$ cat src/rtl/mei_pkg.sv
`default_nettype none
package mei_pkg;

	localparam int FRAC_BITS = 60;
	localparam int ITER_BITS = 16;
	localparam int MAG_FRAC  = FRAC_BITS - 4;
	localparam int SQ_SHIFT  = FRAC_BITS + 4;

	localparam logic [63:0] MAG_ONE  = 64'd1 << MAG_FRAC;
	localparam logic [63:0] CARD_LIM = (64'd3 << MAG_FRAC) / 32;
	localparam logic [63:0] BULB_LIM = MAG_ONE / 16;
	localparam logic [63:0] Z_ONE    = 64'd1 << FRAC_BITS;
	localparam logic [63:0] INT_MAX  = 64'h7FFF_FFFF_FFFF_FFFF;
	localparam logic [63:0] INT_MIN  = 64'h8000_0000_0000_0000;

	localparam logic [63:0] ITER_MASK = (64'd1 << ITER_BITS) - 64'd1;

	localparam logic [ITER_BITS-1:0] RST_MAX_ITER = ITER_BITS'(4096);
	localparam logic [63:0]          RST_RADIUS   = 64'd1 << 60;

	localparam logic [1:0] CFG_MAX_ITER = 2'd0;
	localparam logic [1:0] CFG_RADIUS   = 2'd1;
	localparam logic [1:0] CFG_PERIOD   = 2'd2;

	localparam logic [1:0] REASON_ESCAPED = 2'd0;
	localparam logic [1:0] REASON_LIMIT   = 2'd1;
	localparam logic [1:0] REASON_INSIDE  = 2'd2;
	localparam logic [1:0] REASON_PERIOD  = 2'd3;

	typedef enum logic [2:0] {
		OP_CR_CR,
		OP_CI_CI,
		OP_S_S,
		OP_XP_XP,
		OP_ZR_ZR,
		OP_ZI_ZI,
		OP_ZR_ZI
	} mul_op_t;

	typedef enum logic [1:0] {
		CAP_NONE,
		CAP_A,
		CAP_B,
		CAP_C
	} cap_t;

	typedef struct packed {
		logic    load_c;
		logic    mul_start;
		mul_op_t mul_op;
		cap_t    cap;
		logic    sc_sum;
		logic    set_inside;
		logic    upd1;
		logic    upd2;
		logic    out_load;
	} mei_cmd_t;

	typedef struct packed {
		logic mul_done;
		logic s_lt_one;
		logic cr_neg;
		logic card_in;
		logic bulb_in;
		logic stop;
	} mei_sts_t;

	// x >> s, saturated to 64 bits
	function automatic logic [63:0] shr_sat(input logic [127:0] x, input int unsigned s);
		logic [127:0] r;
		r = x >> s;
		return (r[127:64] != 64'd0) ? '1 : r[63:0];
	endfunction

	function automatic logic [63:0] cap_pos(input logic [63:0] v);
		return v[63] ? INT_MAX : v;
	endfunction

	function automatic logic [63:0] abs64(input logic [63:0] a);
		return a[63] ? (64'd0 - a) : a;
	endfunction

	function automatic logic [63:0] sat_add(input logic [63:0] a, input logic [63:0] b);
		logic [64:0] s;
		s = {a[63], a} + {b[63], b};
		if (s[64] != s[63])
			return s[64] ? INT_MIN : INT_MAX;
		return s[63:0];
	endfunction

endpackage
`default_nettype wire

$ cat src/rtl/mei_ctrl.sv
`default_nettype none
module mei_ctrl
	import mei_pkg::*;
(
	input  wire logic     clk,
	input  wire logic     arst_n,
	input  wire logic     in_valid,
	output logic          in_ready,
	output logic          out_valid,
	input  wire logic     out_ready,
	input  wire mei_sts_t sts,
	output mei_cmd_t      cmd
);

	typedef enum logic [20:0] {
		S_IDLE    = 21'h000001,
		S_SCX_GO  = 21'h000002,
		S_SCX_WT  = 21'h000004,
		S_SCY_GO  = 21'h000008,
		S_SCY_WT  = 21'h000010,
		S_SC_SUM  = 21'h000020,
		S_SCS_GO  = 21'h000040,
		S_SCS_WT  = 21'h000080,
		S_SC_CARD = 21'h000100,
		S_SCB_GO  = 21'h000200,
		S_SCB_WT  = 21'h000400,
		S_SC_BULB = 21'h000800,
		S_ITR_GO  = 21'h001000,
		S_ITR_WT  = 21'h002000,
		S_ITI_GO  = 21'h004000,
		S_ITI_WT  = 21'h008000,
		S_ITX_GO  = 21'h010000,
		S_ITX_WT  = 21'h020000,
		S_UPD1    = 21'h040000,
		S_UPD2    = 21'h080000,
		S_DONE    = 21'h100000
	} state_t;

	state_t state_q, state_n;
	logic   ov_q;

	always_comb begin
		state_n = state_q;
		cmd     = '0;
		cmd.mul_op = OP_CR_CR;
		cmd.cap    = CAP_NONE;
		unique case (state_q)
			S_IDLE: begin
				cmd.load_c = in_valid;
				if (in_valid)
					state_n = S_SCX_GO;
			end
			S_SCX_GO: begin
				cmd.mul_start = 1'b1;
				cmd.mul_op    = OP_CR_CR;
				state_n       = S_SCX_WT;
			end
			S_SCX_WT: begin
				cmd.cap = CAP_A;
				if (sts.mul_done)
					state_n = S_SCY_GO;
			end
			S_SCY_GO: begin
				cmd.mul_start = 1'b1;
				cmd.mul_op    = OP_CI_CI;
				state_n       = S_SCY_WT;
			end
			S_SCY_WT: begin
				cmd.cap = CAP_B;
				if (sts.mul_done)
					state_n = S_SC_SUM;
			end
			S_SC_SUM: begin
				cmd.sc_sum = 1'b1;
				state_n    = S_SCS_GO;
			end
			S_SCS_GO: begin
				// s is now valid
				if (sts.s_lt_one) begin
					cmd.mul_start = 1'b1;
					cmd.mul_op    = OP_S_S;
					state_n       = S_SCS_WT;
				end else if (sts.cr_neg) begin
					state_n = S_SCB_GO;
				end else begin
					state_n = S_ITR_GO;
				end
			end
			S_SCS_WT: begin
				cmd.cap = CAP_C;
				if (sts.mul_done)
					state_n = S_SC_CARD;
			end
			S_SC_CARD: begin
				cmd.set_inside = sts.card_in;
				if (sts.card_in || !sts.cr_neg)
					state_n = S_ITR_GO;
				else
					state_n = S_SCB_GO;
			end
			S_SCB_GO: begin
				cmd.mul_start = 1'b1;
				cmd.mul_op    = OP_XP_XP;
				state_n       = S_SCB_WT;
			end
			S_SCB_WT: begin
				cmd.cap = CAP_C;
				if (sts.mul_done)
					state_n = S_SC_BULB;
			end
			S_SC_BULB: begin
				cmd.set_inside = sts.bulb_in;
				state_n        = S_ITR_GO;
			end
			S_ITR_GO: begin
				cmd.mul_start = 1'b1;
				cmd.mul_op    = OP_ZR_ZR;
				state_n       = S_ITR_WT;
			end
			S_ITR_WT: begin
				cmd.cap = CAP_A;
				if (sts.mul_done)
					state_n = S_ITI_GO;
			end
			S_ITI_GO: begin
				cmd.mul_start = 1'b1;
				cmd.mul_op    = OP_ZI_ZI;
				state_n       = S_ITI_WT;
			end
			S_ITI_WT: begin
				cmd.cap = CAP_B;
				if (sts.mul_done)
					state_n = S_ITX_GO;
			end
			S_ITX_GO: begin
				cmd.mul_start = 1'b1;
				cmd.mul_op    = OP_ZR_ZI;
				state_n       = S_ITX_WT;
			end
			S_ITX_WT: begin
				cmd.cap = CAP_C;
				if (sts.mul_done)
					state_n = S_UPD1;
			end
			S_UPD1: begin
				cmd.upd1 = 1'b1;
				state_n  = S_UPD2;
			end
			S_UPD2: begin
				cmd.upd2 = 1'b1;
				state_n  = sts.stop ? S_DONE : S_ITR_GO;
			end
			S_DONE: begin
				if (!ov_q || out_ready) begin
					cmd.out_load = 1'b1;
					state_n      = S_IDLE;
				end
			end
			default: state_n = S_IDLE;
		endcase
	end

	always_ff @(posedge clk or negedge arst_n) begin
		if (!arst_n) begin
			state_q <= S_IDLE;
			ov_q    <= 1'b0;
		end else begin
			state_q <= state_n;
			if (cmd.out_load)
				ov_q <= 1'b1;
			else if (out_ready)
				ov_q <= 1'b0;
		end
	end

	assign in_ready  = (state_q == S_IDLE);
	assign out_valid = ov_q;

endmodule
`default_nettype wire

$ cat config.mk
export PLATFORM = sky130hd
export DESIGN_NAME = mei_ctrl
export DESIGN_NICKNAME = d
export VERILOG_FILES = /design/src/rtl/mei_pkg.sv /design/src/rtl/mei_ctrl.sv
export SDC_FILE = /design/constraint.sdc
export NUM_CORES = 1
export LEC_CHECK = 0
export ABC_CLOCK_PERIOD_IN_PS = 3720
export BUFFER_PORTS_ARGS = -buffer_cell sky130_fd_sc_hd__buf_2
export CAP_MARGIN = 40
export CORE_MARGIN = 5
export CORE_UTILIZATION = 55
export DETAILED_ROUTE_END_ITERATION = 8
export PLACE_DENSITY = 0.85
export SYNTH_ARGS = -nofsm -noshare
export SYNTH_HDL_FRONTEND = slang
export SYNTH_SLANG_ARGS = --single-unit
$ cat constraint.sdc
create_clock -name clk -period 3.72 [get_ports clk]
set_input_delay 0.744 -clock clk [delete_from_list [all_inputs] [get_ports clk]]
set_output_delay 0.744 -clock clk [all_outputs]
set_load 0.05 [all_outputs]
==> flow_summary.toml, run 1 <==
[cells_and_area]
final_net_count = 183
post_route_cells_drive_above_1_share_pct = 25.0
area.growth.synth_to_final_pct = 14.5
antenna-diode-count = 0

[timing]
min_period_ns = 3.56
final_hold_viol_count = 0
timing_max_transition_violations_final = 0
final.setup.tns_ns = 0
max-slew-margin-rel_pct = 66.4
max_freq_mhz = 281
grt_setup_unrepaired = "false"
final.period_utilization_pct = 95.6
finClkSkew_ns = 0.0140
final_setup_violations = 0
tightestPinTransition_ns = 0.504

[job]
max-cap-violations = 0

[synthesis]
synth_seq_area_share_pct = 40.4
synth-main-ff-cell = "sky130_fd_sc_hd__dfrtp_1"
synthesis.yosys.warnings = 0
count_of_flip_flops_with_a_built_in_enable_after_synthesis = 0
synth-async-reset-ratio_pct = 100
syn_nets = 159
mappedNetlistArea_sq_um = 1370
syn_inst = 149
synthDistinctLibCells = 40
synth_area_per_inst_sq_um = 9.16
register_bit_count_reported_by_yosys = 22

[floorplanning]
die_w_microns = 59.8
dieHeight_microns = 59.8
placeableCoreArea_sq_um = 2430
num_io_pins = 24
initial_utilization_pct = 56.1
design.die.area_sq_um = 3580
fp-row-count = 18

[power]
irDropWorstVdd_mv = 0.633
totalPowerFinal_mw = 0.754
power.leakage_nw = 0.815
power_density_nw_per_um2 = 483

[worst_setup_path]
setup.worst_path.end_class = "primary output"
timing.rr.start = "state_q[9]"
critPathLaunch = "state_q[13]"
worstSetupStartpointType = "register"
worst-setup-path-type = "register to primary output"
worst-r2r-cell-count = 7
critical_path.reg2reg.endpoint = "state_q[13]"
path_max_fanout = 6
critPathCapture = "cmd[8]"
crit_arrival_ns = 2.81
required_ns = 2.98
ff2ff_setup_slack_ns = 0.95

[global_route]
grt_first_pass_wirelength_mm = 5.60
global_route.overflow_total = 0
largest_net_degree_at_the_start_of_global_routing = 23
grt_pass1_vias = 1171
grt_util_all_layers_pct = 20.6
initial_antenna_violation_count = 0

[drt]
via_per_instance_ratio = 6.44
avgRoutedWirePerCell_microns = 16.7
drt_pass1_iterations = 4
detailedRoute.firstIterationViolations = 57
via_count = 1301
routed_wirelength_mm = 3.38
drc = 0
detail-route-antenna-nets = 0

[cts]
clk_root_buffer_cell = "sky130_fd_sc_hd__clkbuf_4"
worstSkewPairLatency_ns = 0.31
number_of_buffers_added_to_fix_hold_violations_after_cts = 0
cts.clk_slew.worst_paths_ns = 0.13
htreeDepth = 1
cts_setup_buffers = 0
clock_sink_count = 22
clock_tree_buffer_depth = 2
tritoncts.num_buffers = 3
cts_tree = "yes"

[placement]
place.port_buffers = 23
place_congestion = 0.902
detailedPlacementHpwl_mm = 2.63

[worst_hold_path]
worstHoldPathType = "input pin to asynchronous set/reset pin"

[outcome]
result_of_the_run = "finished clean"
placed cells by master, fill, tap and decap left out, types with 3 or more instances in the layout:
cell and instances:
sky130_fd_sc_hd__nor2b_1 3, sky130_fd_sc_hd__clkbuf_4 3, sky130_fd_sc_hd__buf_2 23, sky130_fd_sc_hd__nand4_1 10
sky130_fd_sc_hd__nand3_1 12, sky130_fd_sc_hd__a21bo_1 4, sky130_fd_sc_hd__nor3b_1 4, sky130_fd_sc_hd__dfrtp_1 21
sky130_fd_sc_hd__or4_4 4, sky130_fd_sc_hd__nor3_1 5, sky130_fd_sc_hd__xnor2_1 3, sky130_fd_sc_hd__inv_1 3
sky130_fd_sc_hd__o21ai_0 3, sky130_fd_sc_hd__nor4b_1 9, sky130_fd_sc_hd__nand2_1 10, sky130_fd_sc_hd__nor2_1 23
registers in the layout (all words and copies together) (netlist names):
register,flops
state_q,21
out_valid,1
critical path: stages, from the launching register on:
cell                      delay, ns
sky130_fd_sc_hd__dfrtp_1       0.47
sky130_fd_sc_hd__or4_2         0.82
sky130_fd_sc_hd__nor2_4        0.22
sky130_fd_sc_hd__and3b_2       0.23
sky130_fd_sc_hd__nand2_1       0.10
sky130_fd_sc_hd__nor3b_2       0.22
sky130_fd_sc_hd__nand2_1       0.09
sky130_fd_sc_hd__nand3_1       0.08
sky130_fd_sc_hd__buf_2         0.27
routing by layer:
| metal | global-route usage [%] | wire length (microns) | share of wire (%) |
|---|---|---|---|
| met5 | 0 | 0 | 0 |
| met4 | 6.96 | 76 | 2.2 |
| met3 | 3.24 | 262 | 7.8 |
| met2 | 31.3 | 1590 | 47 |
| met1 | 29.8 | 1450 | 43 |
worst min path at each step:
stage,from,to,slack [ns],depth (start not counted)
after floorplan,arst_n,out_valid,0.45,0
after global placement,state_q[4],state_q[4],0.56,1
after detailed placement,state_q[2],state_q[2],0.58,1
after CTS,arst_n,state_q[4],0.40,1
after global routing,arst_n,state_q[7],0.41,1
final,arst_n,state_q[7],0.37,1
report_power, final:
| part | leakage [nW] | internal, mW | switching, mW |
|---|---|---|---|
| clock network | 0.0210 | 0.0597 | 0.0741 |
| logic | 0.491 | 0.105 | 0.234 |
| registers | 0.303 | 0.259 | 0.0224 |
| total | 0.815 | 0.424 | 0.331 |
final cells by class:
type,count,area (sq um)
tap,30,37.5
clock buffer,4,36.3
fill,221,870
multi-input combinational,119,803
timing repair buffer,24,123
sequential,22,552
inverter,3,11.3
what timing repair did:
action                     CTS  global route
gates resized for setup      0             4
hold endpoints to repair     0             0
setup endpoints to repair    0             3
logic make-up after synthesis:
kind of cell | Yosys count | synth area share (%)
AND/OR/NAND/NOR | 99 | 43.9
flip-flops | 22 | 40.4
AO/OA/AOI/OAI | 16 | 9.90
buffers and inverters | 8 | 3.21
XOR/XNOR | 4 | 2.57
stage by stage:
step	instances	worst slack (ns)	hold slack, ns	cell area [sq um]	util, %
after floorplan	149	0.0290	0.448	1380	-
after global placement	198	0.466	0.561	1510	62.1
after detailed placement	198	0.358	0.578	1510	62.1
after CTS	202	0.0128	0.400	1550	63.6
after global routing	202	0.0220	0.410	1560	64.2
final	202	0.165	0.373	1560	64.2
cell usage after synthesis, types with 2 or more instances:
library cell	n	share of area [%]
sky130_fd_sc_hd__a21bo_1	4	2.9
sky130_fd_sc_hd__a21o_1	2	1.1
sky130_fd_sc_hd__and4b_1	2	1.5
sky130_fd_sc_hd__buf_4	3	1.6
sky130_fd_sc_hd__dfrtp_1	21	38
sky130_fd_sc_hd__inv_1	3	0.82
sky130_fd_sc_hd__nand2_1	10	2.8
sky130_fd_sc_hd__nand2b_1	2	0.92
sky130_fd_sc_hd__nand3_1	12	4.4
sky130_fd_sc_hd__nand4_1	10	4.6
sky130_fd_sc_hd__nor2_1	25	6.9
sky130_fd_sc_hd__nor2b_1	3	1.4
sky130_fd_sc_hd__nor3_1	5	1.8
sky130_fd_sc_hd__nor3b_1	5	2.8
sky130_fd_sc_hd__nor4_1	2	0.92
sky130_fd_sc_hd__nor4b_1	9	5.8
sky130_fd_sc_hd__o21ai_0	3	1.1
sky130_fd_sc_hd__or4_4	4	3.3
sky130_fd_sc_hd__xnor2_1	3	1.9
(Power assumes the default switching activity.)
==> run 2, diff against run 1 <==
--- a/config.mk
+++ b/config.mk
@@ -8,6 +8,7 @@
 export ABC_CLOCK_PERIOD_IN_PS = 3720
 export BUFFER_PORTS_ARGS = -buffer_cell sky130_fd_sc_hd__buf_2
 export CAP_MARGIN = 40
+export CORE_ASPECT_RATIO = 0.6
 export CORE_MARGIN = 5
 export CORE_UTILIZATION = 55
 export DETAILED_ROUTE_END_ITERATION = 8
==> run 2 against run 1 <==
Against the previous run: non-clock buffer count unchanged; critical endpoint is now cmd[1]; final area increased by 1.0%; die area increased by 0.91%; clock power increased by 30%; sequential share of layout area decreased by 0.36 points; cell count increased by 0.99%; largest power group unchanged; utilization increased by 0.60 points; first-iteration DRC count increased by 60%; register-to-register slack got worse by 0.07 ns; routed wire length increased by 2.6%.
==> flow_summary.toml, run 2 (same netlist as run 1, synthesis figures left out) <==
[outcome]
result_of_the_run = "finished clean"

[cts]
clock_sink_count = 22
tritoncts.num_buffers = 3
clk_root_buffer_cell = "sky130_fd_sc_hd__clkbuf_8"
cts.clk_slew.worst_paths_ns = 0.08
number_of_buffers_added_to_fix_hold_violations_after_cts = 0
worstSkewPairLatency_ns = 0.27
clock_tree_buffer_depth = 2
cts_setup_buffers = 0
gates_resized_cts_repair = 0
htreeDepth = 1
cts_tree = "yes"

[timing]
final_hold_viol_count = 0
hold_slack_ns = 0.441
min_period_ns = 3.63
max-slew-margin-rel_pct = 65.7
final.setup.tns_ns = 0
final_setup_violations = 0
tightestPinTransition_ns = 0.514
timing_max_transition_violations_final = 0
final.period_utilization_pct = 97.5
fin_ws_ns = 0.0937
finClkSkew_ns = 0.00229
max_freq_mhz = 276

[global_route]
grt_pass1_vias = 1139
grt_first_pass_wirelength_mm = 5.43
initial_antenna_violation_count = 0
largest_net_degree_at_the_start_of_global_routing = 23
global_route.overflow_total = 0
grt_util_all_layers_pct = 19.5

[cells_and_area]
layout.filler_cells = 204
largest_register_ff_count = 21
layout.core_utilization_pct = 64.9
multi_input_logic_area_sq_um = 796
layout.cells.most_common = "sky130_fd_sc_hd__nor2_1"
area.growth.synth_to_final_pct = 15.7
antenna-diode-count = 0
most-common-layout-cells = "sky130_fd_sc_hd__nor2_1 (24), sky130_fd_sc_hd__buf_2 (22), sky130_fd_sc_hd__dfrtp_1 (21)"
max_flop_register = "state_q"
seq_area_sq_um = 552
post_route_cells_drive_above_1_share_pct = 23.8
final_net_count = 183

[worst_setup_path]
ff2ff_setup_slack_ns = 0.88
critical_path.reg2reg.endpoint = "state_q[7]"
crit_arrival_ns = 2.88
worstSetupStartpointType = "register"
timing.rr.start = "state_q[13]"
cp_slowest_cell = "sky130_fd_sc_hd__or4_2"
worst-r2r-cell-count = 7
critical-path-max-stage-delay_ns = 0.82
crit_path_cell_trace = "or4_2 > nor2_1 > nand4_1 > nor3b_1 > buf_2"
path_max_fanout = 6
critPathLaunch = "state_q[13]"
required_ns = 2.98
worst-setup-path-type = "register to primary output"
setup.worst_path.end_class = "primary output"
critPathCapture = "cmd[1]"

[floorplanning]
fp-row-count = 14
dieHeight_microns = 48.6
placeableCoreArea_sq_um = 2430
die_w_microns = 74.3
design.die.area_sq_um = 3610
num_io_pins = 24
initial_utilization_pct = 56.1

[drt]
drc = 0
detailedRoute.firstIterationViolations = 91
drt_pass1_iterations = 5
detail-route-antenna-nets = 0
via_per_instance_ratio = 6.39
via_count = 1304
routed_wirelength_mm = 3.47
avgRoutedWirePerCell_microns = 17.0

[worst_hold_path]
worstHoldPathType = "input pin to asynchronous set/reset pin"

[job]
max-cap-violations = 0

[placement]
place_congestion = 0.872
place.port_buffers = 23
setup_ws_pre_cts_ns = 0.346
detailedPlacementHpwl_mm = 2.53

[power]
power.leakage_nw = 0.820
power_density_nw_per_um2 = 506
irDropWorstVdd_mv = 0.512
totalPowerFinal_mw = 0.799
==> run 2: cell count changes in the layout (fill, tap and decap cells not counted), sizes merged <==
cell    before  now
clkbuf       4    5
buf         24   23
==> run 2: where the power goes <==
group	switching (mW)	internal, mW	total [mW]
registers	0.0228	0.259	0.282
logic	0.239	0.105	0.343
clock network	0.0794	0.0945	0.174
==> run 2: cell type report <==
class,count,share of cell area [%]
timing repair buffer,24,7.92
clock buffer,4,3.49
sequential,22,34.9
multi-input combinational,119,50.4
inverter,3,0.713
tap,32,2.54
==> run 2: worst min-delay path by stage <==
stage	from	endpoint	slack (ns)	cells after the start
after floorplan	arst_n	out_valid	0.45	0
after global placement	state_q[4]	state_q[4]	0.56	1
after detailed placement	state_q[4]	state_q[4]	0.56	1
after CTS	arst_n	out_valid	0.45	1
after global routing	arst_n	state_q[6]	0.48	1
final	arst_n	state_q[8]	0.44	1
==> run 2: stage by stage <==
stage               instance area, sq um  instances
CTS                                 1570        204
floorplan                           1380        149
global route                        1580        204
finish                              1580        204
global placement                    1510        200
detailed placement                  1510        200
==> run 2: metal layers <==
layer | wire length, microns | GRT usage (%) | share of wire, %
met5 | 0 | 0 | 0
met4 | 42 | 2.96 | 1.2
met3 | 262 | 4.96 | 7.6
met2 | 1570 | 30.1 | 45
met1 | 1600 | 27.9 | 46
==> run 2: critical path: cells and delay by family, from the launching register on <==
family                 cells  cell delay [ns]
buffers and inverters      1             0.33
flip-flops                 1             0.46
AND/OR/NAND/NOR            4             1.82
